`config.mk`:
```
export PLATFORM = sky130hd
export DESIGN_NAME = transfer_credit_limiter
export DESIGN_NICKNAME = d
export VERILOG_FILES = /design/src/rtl/tcl_pkg.sv /design/src/rtl/transfer_credit_limiter.sv
export SDC_FILE = /design/constraint.sdc
export NUM_CORES = 1
export LEC_CHECK = 0
export ABC_AREA = 0
export BUFFER_PORTS_ARGS = -buffer_cell sky130_fd_sc_hd__buf_4
export CAP_MARGIN = 20
export CORE_ASPECT_RATIO = 0.6
export CORE_MARGIN = 2
export CORE_UTILIZATION = 40
export CTS_CLUSTER_SIZE = 30
export DETAILED_ROUTE_END_ITERATION = 12
export SLEW_MARGIN = 40
export SYNTH_ARGS = -nofsm -noshare
export SYNTH_HDL_FRONTEND = slang
export SYNTH_SLANG_ARGS = --single-unit
```
`constraint.sdc`:
```
create_clock -name clk_i -period 14.82 [get_ports clk_i]
set_input_delay 0.741 -clock clk_i [delete_from_list [all_inputs] [get_ports clk_i]]
set_output_delay 0.741 -clock clk_i [all_outputs]
set_load 0.01 [all_outputs]
```
`src/rtl/tcl_pkg.sv`:
```
`timescale 1ns / 1ps
// Package for the transfer credit limiter: widths, command and outcome codes,
// credit constants. No dependencies.
package tcl_pkg;

  localparam int CountW    = 32;  // transfer counter
  localparam int CreditW   = 12;  // signed credit
  localparam int TimeW     = 32;  // tick clock and stall lengths
  localparam int StallNumW = 16;  // stall count
  localparam int StallSumW = 48;  // summed stall ticks
  localparam int MaxOutW   = 10;  // max_outstanding register
  localparam int CmdW      = 3;
  localparam int OutcomeW  = 3;

  localparam logic [MaxOutW-1:0] MaxOutReset = MaxOutW'(16);

  localparam logic signed [CreditW-1:0] AbortMark     = CreditW'(-999);
  localparam logic signed [CreditW-1:0] ReleaseCredit = CreditW'(4);
  localparam logic signed [CreditW-1:0] CreditMin     = {1'b1, {(CreditW-1){1'b0}}};
  localparam logic [CountW-1:0]         CreditSpan    = CountW'(2 ** (CreditW - 1));

  typedef enum logic [CmdW-1:0] {
    CMD_REQUEST  = 3'd0,
    CMD_RX_POS   = 3'd1,
    CMD_LOAD     = 3'd2,
    CMD_RELEASE  = 3'd3,
    CMD_ABORT    = 3'd4,
    CMD_CLEAR    = 3'd5,
    CMD_TICK     = 3'd6
  } cmd_e;

  typedef enum logic [OutcomeW-1:0] {
    OUT_ACK     = 3'd0,
    OUT_GRANTED = 3'd1,
    OUT_STALLED = 3'd2,
    OUT_ABORTED = 3'd3,
    OUT_REFUSED = 3'd4
  } outcome_e;

endpackage

```
`src/rtl/transfer_credit_limiter.sv`:
```
`timescale 1ns / 1ps
// Transfer credit limiter top level: input register, one pass of command
// logic, result register. Depends on tcl_pkg.

// One request in, one result out, one request per cycle sustained while the
// result channel does not back-pressure. A request is taken into the input
// register; once the result register is free or draining, the command logic
// updates the credit, counters and stall statistics and loads the result
// register. The rate is set by the single read-modify-write of the state
// registers. The input side keeps accepting while a result waits, until both
// the result register and the input register are full. A transfer request
// takes one unit of credit; credit in -998..0 stalls the sender, -999 is the
// abort mark. Credit saturates to 12 bits. A write on the configuration
// channel sets max_outstanding and reloads the credit without re-evaluating
// a pending stall; write only while idle.
module transfer_credit_limiter (
  input  logic                                  clk_i,
  input  logic                                  rst_ni,
  // configuration write channel
  input  logic                                  cfg_valid_i,
  output logic                                  cfg_ready_o,
  input  logic [tcl_pkg::MaxOutW-1:0]           max_outstanding_i,
  // request channel
  input  logic                                  in_valid_i,
  output logic                                  in_ready_o,
  input  logic [tcl_pkg::CmdW-1:0]              cmd_i,
  input  logic [tcl_pkg::CountW-1:0]            receiver_position_i,
  input  logic signed [tcl_pkg::CreditW-1:0]    credit_load_i,
  // result channel
  output logic                                  out_valid_o,
  input  logic                                  out_ready_i,
  output logic [tcl_pkg::OutcomeW-1:0]          outcome_o,
  output logic signed [tcl_pkg::CreditW-1:0]    credit_now_o,
  output logic [tcl_pkg::CountW-1:0]            transfers_total_o,
  output logic [tcl_pkg::StallNumW-1:0]         stall_total_o,
  output logic [tcl_pkg::TimeW-1:0]             last_stall_ticks_o,
  output logic [tcl_pkg::StallSumW-1:0]         stall_tick_sum_o,
  output logic [tcl_pkg::TimeW-1:0]             stall_tick_max_o,
  output logic [tcl_pkg::TimeW-1:0]             stall_tick_min_o
);
  import tcl_pkg::*;

  // ---------------------------------------------------------------------
  // Input register
  // ---------------------------------------------------------------------
  logic                       in_valid_q;
  logic [CmdW-1:0]            cmd_q;
  logic [CountW-1:0]          rx_pos_q;
  logic signed [CreditW-1:0]  load_q;
  logic                       out_valid_q;
  logic                       advance;

  // Process the held request when the result register is free or draining.
  assign advance    = in_valid_q && (!out_valid_q || out_ready_i);
  assign in_ready_o = !in_valid_q || advance;
  assign cfg_ready_o = 1'b1;

  always_ff @(posedge clk_i or negedge rst_ni) begin
    if (!rst_ni) begin
      in_valid_q <= 1'b0;
    end else if (in_ready_o) begin
      in_valid_q <= in_valid_i;
    end
  end

  always_ff @(posedge clk_i) begin
    if (in_valid_i && in_ready_o) begin
      cmd_q    <= cmd_i;
      rx_pos_q <= receiver_position_i;
      load_q   <= credit_load_i;
    end
  end

  // ---------------------------------------------------------------------
  // State
  // ---------------------------------------------------------------------
  logic [MaxOutW-1:0]         max_out_q;
  logic signed [CreditW-1:0]  credit_q,      credit_d;
  logic [CountW-1:0]          sent_q,        sent_d;
  logic                       stalled_q,     stalled_d;
  logic                       timed_q,       timed_d;
  logic [TimeW-1:0]           start_q,       start_d;
  logic [TimeW-1:0]           time_q,        time_d;
  logic [StallNumW-1:0]       num_q,         num_d;
  logic [StallSumW-1:0]       sum_q,         sum_d;
  logic [TimeW-1:0]           longest_q,     longest_d;
  logic [TimeW-1:0]           shortest_q,    shortest_d;
  logic [OutcomeW-1:0]        outcome_d;
  logic [TimeW-1:0]           dur_d;

  // ---------------------------------------------------------------------
  // Command logic
  // ---------------------------------------------------------------------
  logic signed [CreditW-1:0]  set_credit;     // credit chosen by cmds 1..4
  logic signed [CreditW-1:0]  req_credit;     // credit after a request
  logic [CountW-1:0]          delta;
  logic [CountW-1:0]          pos_limit;
  logic [TimeW-1:0]           dur_calc;
  logic [StallSumW:0]         sum_wide;
  logic                       set_in_range;
  logic                       req_in_range;

  function automatic logic stall_range(input logic signed [CreditW-1:0] c);
    return (c <= $signed(CreditW'(0))) && (c > AbortMark);
  endfunction

  always_comb begin
    delta     = sent_q - rx_pos_q;
    pos_limit = CountW'(max_out_q) + CreditSpan;
    // Receiver ahead: full window. Else window minus transfers in flight;
    // that difference cannot overflow, only the far end pins at the minimum.
    case (cmd_e'(cmd_q))
      CMD_RX_POS: begin
        if (rx_pos_q > sent_q) begin
          set_credit = CreditW'(max_out_q);
        end else if (delta >= pos_limit) begin
          set_credit = CreditMin;
        end else begin
          set_credit = CreditW'(max_out_q) - delta[CreditW-1:0];
        end
      end
      CMD_LOAD:    set_credit = load_q;
      CMD_RELEASE: set_credit = ReleaseCredit;
      default:     set_credit = AbortMark;
    endcase
    req_credit   = (credit_q == CreditMin) ? CreditMin : credit_q - CreditW'(1);
    set_in_range = stall_range(set_credit);
    req_in_range = stall_range(req_credit);
    dur_calc     = time_q - start_q;
    sum_wide     = {1'b0, sum_q} + (StallSumW + 1)'(dur_calc);
  end

  always_comb begin
    credit_d   = credit_q;
    sent_d     = sent_q;
    stalled_d  = stalled_q;
    timed_d    = timed_q;
    start_d    = start_q;
    time_d     = time_q;
    num_d      = num_q;
    sum_d      = sum_q;
    longest_d  = longest_q;
    shortest_d = shortest_q;
    outcome_d  = OUT_ACK;
    dur_d      = '0;
    unique case (cmd_e'(cmd_q))
      CMD_REQUEST: begin
        if (stalled_q) begin
          outcome_d = OUT_REFUSED;
        end else begin
          credit_d = req_credit;
          sent_d   = sent_q + CountW'(1);
          if (req_in_range) begin
            stalled_d = 1'b1;
            timed_d   = 1'b1;
            start_d   = time_q;
            outcome_d = OUT_STALLED;
          end else begin
            outcome_d = (req_credit == AbortMark) ? OUT_ABORTED : OUT_GRANTED;
          end
        end
      end
      CMD_RX_POS, CMD_LOAD, CMD_RELEASE, CMD_ABORT: begin
        credit_d = set_credit;
        if (stalled_q) begin
          if (set_in_range) begin
            // Stall persists: restart its timer.
            start_d   = time_q;
            timed_d   = 1'b1;
            outcome_d = OUT_STALLED;
          end else begin
            stalled_d = 1'b0;
            timed_d   = 1'b0;
            start_d   = '0;
            outcome_d = (set_credit == AbortMark) ? OUT_ABORTED : OUT_GRANTED;
            if (timed_q) begin
              dur_d = dur_calc;
              if (num_q != '1) num_d = num_q + StallNumW'(1);
              sum_d = sum_wide[StallSumW] ? '1 : sum_wide[StallSumW-1:0];
              if (dur_calc > longest_q)  longest_d  = dur_calc;
              if (dur_calc < shortest_q) shortest_d = dur_calc;
            end
          end
        end
      end
      CMD_CLEAR: begin
        // A pending stall stays but loses its timing.
        timed_d    = 1'b0;
        start_d    = '0;
        num_d      = '0;
        sum_d      = '0;
        longest_d  = '0;
        shortest_d = '1;
        sent_d     = '0;
      end
      CMD_TICK: time_d = time_q + TimeW'(1);
      default: ;
    endcase
  end

  always_ff @(posedge clk_i or negedge rst_ni) begin
    if (!rst_ni) begin
      max_out_q  <= MaxOutReset;
      credit_q   <= CreditW'(MaxOutReset);
      sent_q     <= '0;
      stalled_q  <= 1'b0;
      timed_q    <= 1'b0;
      start_q    <= '0;
      time_q     <= '0;
      num_q      <= '0;
      sum_q      <= '0;
      longest_q  <= '0;
      shortest_q <= '1;
    end else if (cfg_valid_i) begin
      // Configuration write: new window, credit reloaded, stall untouched.
      max_out_q <= max_outstanding_i;
      credit_q  <= CreditW'(max_outstanding_i);
    end else if (advance) begin
      credit_q   <= credit_d;
      sent_q     <= sent_d;
      stalled_q  <= stalled_d;
      timed_q    <= timed_d;
      start_q    <= start_d;
      time_q     <= time_d;
      num_q      <= num_d;
      sum_q      <= sum_d;
      longest_q  <= longest_d;
      shortest_q <= shortest_d;
    end
  end

  // ---------------------------------------------------------------------
  // Result register
  // ---------------------------------------------------------------------
  always_ff @(posedge clk_i or negedge rst_ni) begin
    if (!rst_ni) begin
      out_valid_q <= 1'b0;
    end else if (advance) begin
      out_valid_q <= 1'b1;
    end else if (out_ready_i) begin
      out_valid_q <= 1'b0;
    end
  end

  always_ff @(posedge clk_i) begin
    if (advance) begin
      outcome_o          <= outcome_d;
      credit_now_o       <= credit_d;
      transfers_total_o  <= sent_d;
      stall_total_o      <= num_d;
      last_stall_ticks_o <= dur_d;
      stall_tick_sum_o   <= sum_d;
      stall_tick_max_o   <= longest_d;
      stall_tick_min_o   <= shortest_d;
    end
  end

  assign out_valid_o = out_valid_q;

  // ---------------------------------------------------------------------
  // Assertions
  // ---------------------------------------------------------------------
  a_timed_only_when_stalled: assert property (@(posedge clk_i) disable iff (!rst_ni)
    timed_q |-> stalled_q) else $error("stall timer running without a stall");

  a_stall_result_matches_state: assert property (@(posedge clk_i) disable iff (!rst_ni)
    (out_valid_q && (outcome_o == OUT_STALLED || outcome_o == OUT_REFUSED)) |-> stalled_q)
    else $error("stall outcome while not stalled");

  a_duration_counted: assert property (@(posedge clk_i) disable iff (!rst_ni)
    (out_valid_q && last_stall_ticks_o != '0) |-> (stall_total_o != '0))
    else $error("stall length reported but not counted");

  a_min_not_above_max: assert property (@(posedge clk_i) disable iff (!rst_ni)
    (num_q != '0) |-> (shortest_q <= longest_q))
    else $error("shortest stall exceeds longest");

  a_empty_input_ready: assert property (@(posedge clk_i) disable iff (!rst_ni)
    !in_valid_q |-> in_ready_o) else $error("empty input register not ready");

endmodule
```
# Word-level counts from Yosys, hierarchy flattened
# Index checks and enable logic that the tools add are counted.
# W data, S select, Z words.
dict set report op_classes {
  bitwise_logic 4
  shifts 0
  reduce_logical 19
  n_div 0
  n_eq_ne 13
  n_lt_le_gt_ge 8
  n_mux 53
  n_addsub 9
  mul 0
}
# operator count
set op_table {}
lappend op_table {{$mux W32} 13}
lappend op_table {{$mux W48} 4}
lappend op_table {{$pmux W32 S2} 3}
lappend op_table {{$pmux W32 S3} 1}
lappend op_table {{$pmux W48 S2} 1}
lappend op_table {{$mux W12} 6}
lappend op_table {{$add A32 B1 Y32 const B} 2}
lappend op_table {{$gt A32 B32 Y1} 2}
lappend op_table {{$mux W16} 4}
lappend op_table {{$sub A32 B32 Y32} 2}
lappend op_table {{$add A48 B32 Y49} 1}
lappend op_table {{$pmux W12 S3} 1}
lappend op_table {{$ge A32 B13 Y1} 1}
lappend op_table {{$lt A32 B32 Y1} 1}
lappend op_table {{$pmux W16 S2} 1}
lappend op_table {{$eq A12 B11 Y1 const B} 2}
lappend op_table {{$gt A12 B11 Y1 const B} 2}
lappend op_table {{$le A12 B1 Y1 const B} 2}
lappend op_table {{$pmux W12 S2} 1}
lappend op_table {{$add A16 B1 Y16 const B} 1}
lappend op_table {{$ne A16 B16 Y1 const B} 1}
lappend op_table {{$add A10 B12 Y13 const B} 1}
lappend op_table {{$eq A12 B12 Y1 const B} 1}
lappend op_table {{$sub A10 B12 Y12} 1}
lappend op_table {{other kinds (22)} 51}
dict set report totals {
  ramBits 0
  romBits 0
  reg_bits 504
  mem_count 0
  latch_bits 0
  wordCells 130
}

# Logic depth before layout (Yosys ltp)
# Gate-level depths: netlist (run 1).
dict set report logic_depth {
  ltp_word 10
  ltp_mapped 30
}

# Least setup slack after synthesis (run 1)
# OpenSTA, ideal clock, no wires.
dict set report synth_path {
  path_type {input to register}
  startpoint {input out_ready_i}
  endpoint {register credit_q[6]}
  stages 6
  arrival_ps 7605
  setup_ps 144
  setup_slack_ps 7071
  required_ps 14676
  path_cell_list {nand2b_1 nand2_1 clkinv_1 buf_1 mux2i_1 o21ai_0}
}
dict set report synth_via {
  elab_chain_cells 3
}
# element line
set synth_lines {}
lappend synth_lines {{start, declared} transfer_credit_limiter.sv:31} ;# input logic out_ready_i,
lappend synth_lines {{$logic_or A1 B1 Y1} transfer_credit_limiter.sv:54} ;# assign advance = in_valid_q && (!out_valid_q || out_ready_i);
lappend synth_lines {{$logic_and A1 B1 Y1} transfer_credit_limiter.sv:54}
lappend synth_lines {{named net advance} transfer_credit_limiter.sv:51} ;# logic advance;
lappend synth_lines {{$reduce_bool A2 Y1 (no line)} n/a}
lappend synth_lines {{end signal, assigned} transfer_credit_limiter.sv:204} ;# credit_q <= CreditW'(MaxOutReset);
lappend synth_lines {{end signal, assigned} transfer_credit_limiter.sv:217} ;# credit_q <= CreditW'(max_outstanding_i);
lappend synth_lines {{end signal, assigned} transfer_credit_limiter.sv:219} ;# credit_q <= credit_d;
lappend synth_lines {{end, declared} transfer_credit_limiter.sv:78} ;# logic signed [CreditW-1:0] credit_q, credit_d;
# The timed path passes the listed nets, and every way through them passes these cells.
# A chain may end at the register's enable or synchronous reset.

# Worst setup path after layout (run 1)
dict set report layout_path {
  startpoint {register time_q[0]}
  endpoint {register stall_tick_sum_o[46] (netlist bit) (data pin)}
}
dict set report layout_via {
  elab_chain_cells 7
}
# element line
set layout_lines {}
lappend layout_lines {{start, declared} transfer_credit_limiter.sv:83} ;# logic [TimeW-1:0] time_q, time_d;
lappend layout_lines {{start signal, assigned} transfer_credit_limiter.sv:224} ;# time_q <= time_d;
lappend layout_lines {{$sub A32 B32 Y32} transfer_credit_limiter.sv:129} ;# dur_calc = time_q - start_q;
lappend layout_lines {{named net dur_calc[10]} transfer_credit_limiter.sv:98} ;# logic [TimeW-1:0] dur_calc;
lappend layout_lines {{$add A48 B32 Y49} transfer_credit_limiter.sv:130} ;# sum_wide = {1'b0, sum_q} + (StallSumW + 1)'(dur_calc);
lappend layout_lines {{$mux W48} transfer_credit_limiter.sv:179} ;# sum_d = sum_wide[StallSumW] ? '1 : sum_wide[StallSumW-1:0];
lappend layout_lines {{$mux W48} transfer_credit_limiter.sv:176} ;# if (timed_q) begin
lappend layout_lines {{$mux W48} transfer_credit_limiter.sv:166} ;# if (set_in_range) begin
lappend layout_lines {{$mux W48} transfer_credit_limiter.sv:165} ;# if (stalled_q) begin
lappend layout_lines {{$pmux W48 S2} transfer_credit_limiter.sv:146} ;# unique case (cmd_e'(cmd_q))
lappend layout_lines {{named net sum_d[46]} transfer_credit_limiter.sv:85} ;# logic [StallSumW-1:0] sum_q, sum_d;
lappend layout_lines {{end signal, assigned} transfer_credit_limiter.sv:252} ;# stall_tick_sum_o <= sum_d;
lappend layout_lines {{end, declared} transfer_credit_limiter.sv:37} ;# output logic [tcl_pkg::StallSumW-1:0] stall_tick_sum_o,
# The timed path passes the listed nets, and every way through them passes these cells.

==> flow_summary.toml, run 1 <==
[placement]
place_ws_ns = 6.92
io_buffers = 270
placed_area_sq_um = 32300
place.gp.congestion = 0.928
dp_hpwl_um = 64600

[yosys]
syn-mean-instance-area_sq_um = 10.0
synth_edf_count = 254
yosys.area.top_type_share = 0.261
synth_most_common_cell = "nand2_1"
synth_area_leader_cell = "edfxtp_1"
synthTopCellsByCount = "369 x nand2_1, 254 x edfxtp_1, 217 x inv_1"
ys_ff_latch = 504
synth_area_leaders = "edfxtp_1 26%, dfrtp_1 18%, ha_1 7.8%"
async_reset_ff_frac = 0.496
synth_flop_cell = "edfxtp_1"
yosysSeqAreaShare = 0.476
syn_inst = 2915
yosysWarnings = 0
ys_types = 92
syn-num-nets = 3163
syn_area_sq_um = 29200

[power]
powerDensity_nw_per_um2 = 138
vdd_drop_max_uv = 100
totalPowerFinal_mw = 4.72
p_leak_nw = 14.8

[routing]
drc = 0
via_count = 23732
ant_nets = 0
viasPerCell = 5.69
dr.pass1.iters = 6
drt_wl_total_um = 89500
first_iter_violations = 2318
wl_per_cell_um = 21.5

[grt]
grt_max_degree = 155
top_usage_layer = "met1"
met1_usage = 0.370
grt_use_total = 0.234
use_met2 = 0.328
grt_pass1_wl_um = 137000
met3_usage = 0.0397
first_global_vias = 22889
grt_remaining_overflow = 0
antenna_found_initial = 0

[sta]
slew_headroom = 0.395
setup_viol = 0
finClkSkew_ns = 0.0231
drv_slew = 0
tns_ns = 0
fmax_mhz = 127
final.min_clock_period_ns = 7.85
worst_pin_slew_ns = 0.897
rsz0062_at_grt = "no"
timing.final.crit_share = 0.530
final_hold_viol_count = 0
timing.final.ws_setup_ns = 6.97

[min_path]
hp-class = "in2async"

[floorplan]
initial_utilization = 0.406
die_h_um = 213
die_area_sq_um = 75400
core_sq_um = 72100
die_x_um = 353
io_pins = 272
num_rows = 76

[cts]
clk_pin_slew_ns = 0.06
cts-hold-fix-buffers = 0
root_buffer = "clkbuf_16"
cts-resized-gates = 0
ctsHtreeMaxLevel = 2
cts_sinks = 504
clkLatencyLatePin_ns = 0.63
cts_made_buffers = 51
cts_setup_buffers = 0
cts.path.max_buffers = 3
cts_tree = "yes"

[critical_path]
rr_worst_depth = 26
cp-end-kind = "register"
crit_arrival_ns = 8.22
cp-start-kind = "register"
rr_endpoint = "stall_tick_sum_o[46]"
ff2ff_setup_slack_ns = 6.97
timing.rr.start = "time_q[0]"
crit_fanout = 27
crit_required_ns = 15.19
worstSetupPathType = "reg2reg"

[status]
run_status = "complete, no violations"

[final_layout]
final_core_util = 0.473
reg_top3 = "stall_tick_sum_o (48), sum_q (48)"
nNetsFinal = 3397
syn_to_final_growth_pct = 16.6
post_route_cells_drive_above_1_share = 0.162
stdcell_area_sq_um = 34100
fillers = 6773

[run]
cap_viol_max_count = 0
## critical path: stages (launching register included)
cell	delay, ns
dfrtp_1	0.43
inv_1	0.12
ha_1	0.17
inv_1	0.06
fa_1	0.42
a21o_1	0.22
a21o_1	0.22
a21boi_0	0.40
nor2_1	0.13
a41o_1	0.27
xnor2_1	0.53
inv_1	0.24
ha_1	0.44
a21o_1	0.15
a21o_1	0.13
a21oi_1	0.07
o21ai_0	0.41
a2111oi_0	0.18
buf_4	0.20
o311ai_0	0.50
a211o_1	0.29
nand4_1	0.16
o21ai_2	0.45
nand2b_2	0.47
nand3_1	0.44
nor3_1	0.09
nor3_1	0.38
## area by class of cell
type / count / area, sq um / share of cell area
Clock buffer: 65 / 1360 / 0.0398
Inverter: 218 / 826 / 0.0242
Tap cell: 975 / 1220 / 0.0358
Sequential cell: 504 / 13900 / 0.408
Multi-Input combinational cell: 2072 / 14100 / 0.412
Clock inverter: 30 / 387 / 0.0113
Antenna cell: 2 / 5.00 / 0.000147
Timing Repair Buffer: 302 / 2320 / 0.0681
## per-stage QoR
step | instances | hold WS [ns]
global placement | 4070 | 0.474
detailed placement | 4071 | 0.490
global route | 4166 | 0.170
finish | 4168 | 0.135
floorplan | 2915 | 0.445
CTS | 4166 | 0.131
## how the worst max path moves through the flow
stage                      from                    to  slack [ns]  cells after the start
floorplan           out_ready_i           credit_q[6]        7.07                      6
global placement      time_q[0]  stall_tick_sum_o[46]        6.77                     26
detailed placement    time_q[0]  stall_tick_sum_o[46]        6.92                     26
CTS                   time_q[0]  stall_tick_sum_o[46]        6.83                     26
global route          time_q[0]  stall_tick_sum_o[46]        6.47                     26
finish                time_q[0]  stall_tick_sum_o[46]        6.97                     26
## power by group
part / internal [mW] / switching (mW) / total [mW]
clock: 0.791 / 0.600 / 1.39
sequential: 1.62 / 0.0900 / 1.71
combinational: 0.609 / 1.00 / 1.61
## logic make-up (layout without fill, tap and decap cells)
logic type	after synthesis	count (layout)	share of synthesized area
AND/OR/NAND/NOR	923	923	0.147
adder cells (fa/ha/maj)	186	186	0.0806
multiplexers	63	63	0.0216
XOR/XNOR	128	128	0.0383
flip-flops	504	504	0.476
buffers and inverters	339	615	0.0474
AO/OA/AOI/OAI	771	771	0.189
other	1	3	0.000128
## placed cells by master (no fill, tap or decap), types with 13 or more instances in the layout
master / netlist / routed
nand2b_1: 36 / 35
and3_1: 44 / 44
nor3_1: 50 / 47
buf_4: 14 / 295
edfxtp_1: 254 / 254
nor2b_1: 28 / 27
o21bai_1: 17 / 17
xnor2_1: 79 / 77
o2bb2ai_1: 22 / 22
or3_1: 13 / 13
o211ai_1: 49 / 49
nand2_1: 369 / 368
nand4_1: 39 / 39
and2_1: 17 / 16
dfrtp_1: 216 / 216
o31ai_1: 22 / 22
a211o_1: 13 / 13
dfstp_2: 34 / 34
mux2i_1: 61 / 61
a21o_1: 54 / 54
ha_1: 182 / 182
a2bb2oi_2: 30 / 30
a21oi_1: 146 / 144
o21ai_0: 156 / 156
a211oi_1: 27 / 27
inv_1: 217 / 217
xor2_1: 49 / 49
a31oi_1: 25 / 25
nand3_1: 96 / 96
a31o_2: 21 / 21
clkbuf_16: 0 / 51
o21a_1: 20 / 20
a22o_1: 65 / 65
nor2_1: 181 / 179
## metal layers
metal,part of all wire,vias up,wire [um]
li1,-,11078,-
met2,0.40,740,36100
met3,0.065,98,5860
met4,0.019,0,1660
met1,0.51,11816,45800
met5,0,-,0
(Power assumes the default switching activity.)
==> run 2: changes to the inputs <==
==> constraint.sdc (replaced) <==
create_clock -name clk_i -period 7.1 [get_ports clk_i]
set_input_delay 0.355 -clock clk_i [delete_from_list [all_inputs] [get_ports clk_i]]
set_output_delay 0.355 -clock clk_i [all_outputs]
set_load 0.01 [all_outputs]
==> run 2 against run 1 <==
  * Worst setup slack got worse by 6.6 ns
  * Clock power rose by 110%
  * Wire length grew 2.7%
  * Sequential power is 110% higher
  * Via count up 2.4%
  * Non-clock buffer count grew 111
  * Sequential cell count unchanged
  * Count of clock-buffer cells in the layout is 6 higher
  * Global-route usage increased by 0.60 points
  * First-iteration DRC count down 2.3%
  * Critical path type unchanged
  * Largest cell class unchanged
  * Largest power group is now combinational logic
==> flow_summary.toml, run 2 (synthesis results as in run 1) <==
[final_layout]
mostFrequentLayoutCells = "368 x nand2_1, 344 x buf_4, 254 x edfxtp_1"
syn_to_final_growth_pct = 20.7
fillers = 6594
final_core_util = 0.490
nNetsFinal = 3509
reg_top3 = "stall_tick_sum_o (48), sum_q (48)"
post_route_cells_drive_above_1_share = 0.178
final_common_cell = "nand2_1"
stdcell_area_sq_um = 35300

[min_path]
hp-class = "in2reg"
worstHoldEndpoint = "credit_q[7]"
hold_start = "max_outstanding_i[7]"
whs_path_depth = 3

[cts]
cts_tree = "yes"
ctsHtreeMaxLevel = 2
root_buffer = "clkbuf_16"
clk_pin_slew_ns = 0.06
cts_made_buffers = 52
cts.path.max_buffers = 3
cts_sinks = 504
clkLatencyLatePin_ns = 0.64

[critical_path]
critPathTopFamily = "compound AO/OA/AOI/OAI gates"
crit_arrival_ns = 7.10
cp-end-kind = "register"
slowest_delay_ns = 0.52
rr_worst_depth = 21
ff2ff_setup_slack_ns = 0.37
worstSetupPathType = "reg2reg"
crit_fanout = 27
crit_chain = "inv_1 -> ha_1 -> nand2b_1 -> a211o_1 -> a32oi_2 -> xor2_1 -> ha_1 -> a211o_1 -> a221oi_1 -> o21ai_0 -> o21ba_2 -> or4_1 -> or4_1 -> or3b_1 -> a221o_1 -> o211a_2 -> buf_4 -> nor2_2 -> buf_4 -> mux2i_1 -> o21ai_0"
cp-start-kind = "register"
rr_endpoint = "stall_tick_sum_o[17]"
timing.rr.start = "sent_q[0]"
crit_required_ns = 7.47
worst_path_max_delay_cell = "or4_1"
crit_buf_inv = 3

[floorplan]
die_x_um = 353
io_pins = 272
num_rows = 76
initial_utilization = 0.406
die_h_um = 213
die_area_sq_um = 75400
core_sq_um = 72100

[status]
run_status = "complete, no violations"

[power]
power_frac_seq = 0.352
vdd_drop_max_uv = 200
power_switching_mw = 3.62
totalPowerFinal_mw = 10.2
clkPwrFrac = 0.290
combPwrFrac = 0.359
powerDensity_nw_per_um2 = 288
p_leak_nw = 15.4
swShare = 0.357
p_int_mw = 6.53

[routing]
via_count = 24293
ant_nets = 0
dr.pass1.iters = 7
wl_per_cell_um = 21.5
viasPerCell = 5.67
first_iter_violations = 2264
drt_wl_total_um = 91900
drc = 0

[sta]
fmax_mhz = 149
hold_slack_ns = 0.0283
slew_headroom = 0.389
setup_viol = 0
worst_pin_slew_ns = 0.907
timing.final.crit_share = 0.948
drv_slew = 0
finClkSkew_ns = 0.0262
final_hold_viol_count = 0
final.min_clock_period_ns = 6.73
tns_ns = 0

[grt]
grt_pass1_wl_um = 141000
antenna_found_initial = 3
grt_max_degree = 155
grt_remaining_overflow = 0
grt_use_total = 0.240
first_global_vias = 23559

[placement]
place.gp.congestion = 0.961
dp_hpwl_um = 66500
placed_area_sq_um = 32900
io_buffers = 270

[run]
cap_viol_max_count = 0
## run 2: cell count changes in the layout (fill, tap and decap cells not counted), moves of 2 or more
| cell | previous run | this run |
|---|---|---|
| dlygate4sd3_1 | 0 | 53 |
| buf_4 | 295 | 344 |
| buf_12 | 1 | 9 |
| buf_6 | 4 | 1 |
| clkinvlp_4 | 5 | 2 |
| a2111oi_0 | 3 | 1 |
| a211oi_1 | 27 | 25 |
| a211oi_2 | 0 | 2 |
| buf_16 | 1 | 3 |
| buf_8 | 1 | 3 |
| clkbuf_1 | 11 | 13 |
| clkbuf_16 | 51 | 53 |
| clkbuf_8 | 3 | 5 |
| nor3_2 | 6 | 4 |
## run 2: how the worst max path moves through the flow
stage	startpoint	to	slack, ns	cells past startpoint
after global routing	sent_q[0]	stall_tick_sum_o[17]	-0.001	24
after floorplan	out_valid_o	credit_q[6]	0.26	6
after detailed placement	time_q[0]	stall_tick_sum_o[36]	0.07	28
final	sent_q[0]	stall_tick_sum_o[17]	0.37	21
after CTS	time_q[0]	stall_tick_sum_o[41]	0.07	28
after global placement	time_q[0]	shortest_q[0]	0.24	27
## run 2: layer usage
| metal | GRT usage | up-vias | part of all wire |
|---|---|---|---|
| met5 | 0 | - | 0 |
| met4 | 0.0518 | 0 | 0.018 |
| met3 | 0.0449 | 112 | 0.077 |
| met2 | 0.340 | 898 | 0.41 |
| met1 | 0.375 | 11991 | 0.50 |
| li1 | - | 11292 | - |
## run 2: stage by stage
stage               cells  setup slack, ns
floorplan            2915            0.265
finish               4281            0.367
global route         4280        -0.000950
detailed placement   4128           0.0692
global placement     4124            0.236
CTS                  4279           0.0665
## run 2: worst register-to-register path, cell delays in order, from the launching register on
cell      delay, ns
dfrtp_1        0.41
inv_1          0.10
ha_1           0.21
nand2b_1       0.18
a211o_1        0.34
a32oi_2        0.33
xor2_1         0.23
ha_1           0.34
a211o_1        0.34
a221oi_1       0.25
o21ai_0        0.13
o21ba_2        0.21
or4_1          0.50
or4_1          0.52
or3b_1         0.44
a221o_1        0.44
o211a_2        0.19
buf_4          0.23
nor2_2         0.12
buf_4          0.39
mux2i_1        0.18
o21ai_0        0.40
## run 2: power groups by stage
| stage | registers [mW] | clock network [mW] | logic (mW) |
|---|---|---|---|
| after floorplan | 3.64 | 0 | 2.22 |
| after global placement | 3.62 | 0 | 3.45 |
| after detailed placement | 3.63 | 0 | 3.52 |
| after CTS | 3.57 | 3.00 | 3.58 |
| after global routing | 3.60 | 3.11 | 4.02 |
| final | 3.57 | 2.94 | 3.64 |
## run 2: layout make-up
type / instances / area [sq um] / share of cell area
Sequential cell: 504 / 13900 / 0.394
Antenna cell: 1 / 2.50 / 0.0000709
Clock inverter: 27 / 332 / 0.00939
Inverter: 218 / 831 / 0.0235
Timing Repair Buffer: 413 / 3430 / 0.0972
Multi-Input combinational cell: 2072 / 14100 / 0.400
Clock buffer: 71 / 1440 / 0.0409
Tap cell: 975 / 1220 / 0.0346
## run 2: what timing repair did
item / in CTS / in global routing
resized for setup: 2 / 23
hold buffers: 53 / 0
endpoints found under the setup margin: 3 / 142
endpoints found under the hold margin: 95 / 0
setup buffers: 0 / 1
pin swaps: 0 / 2
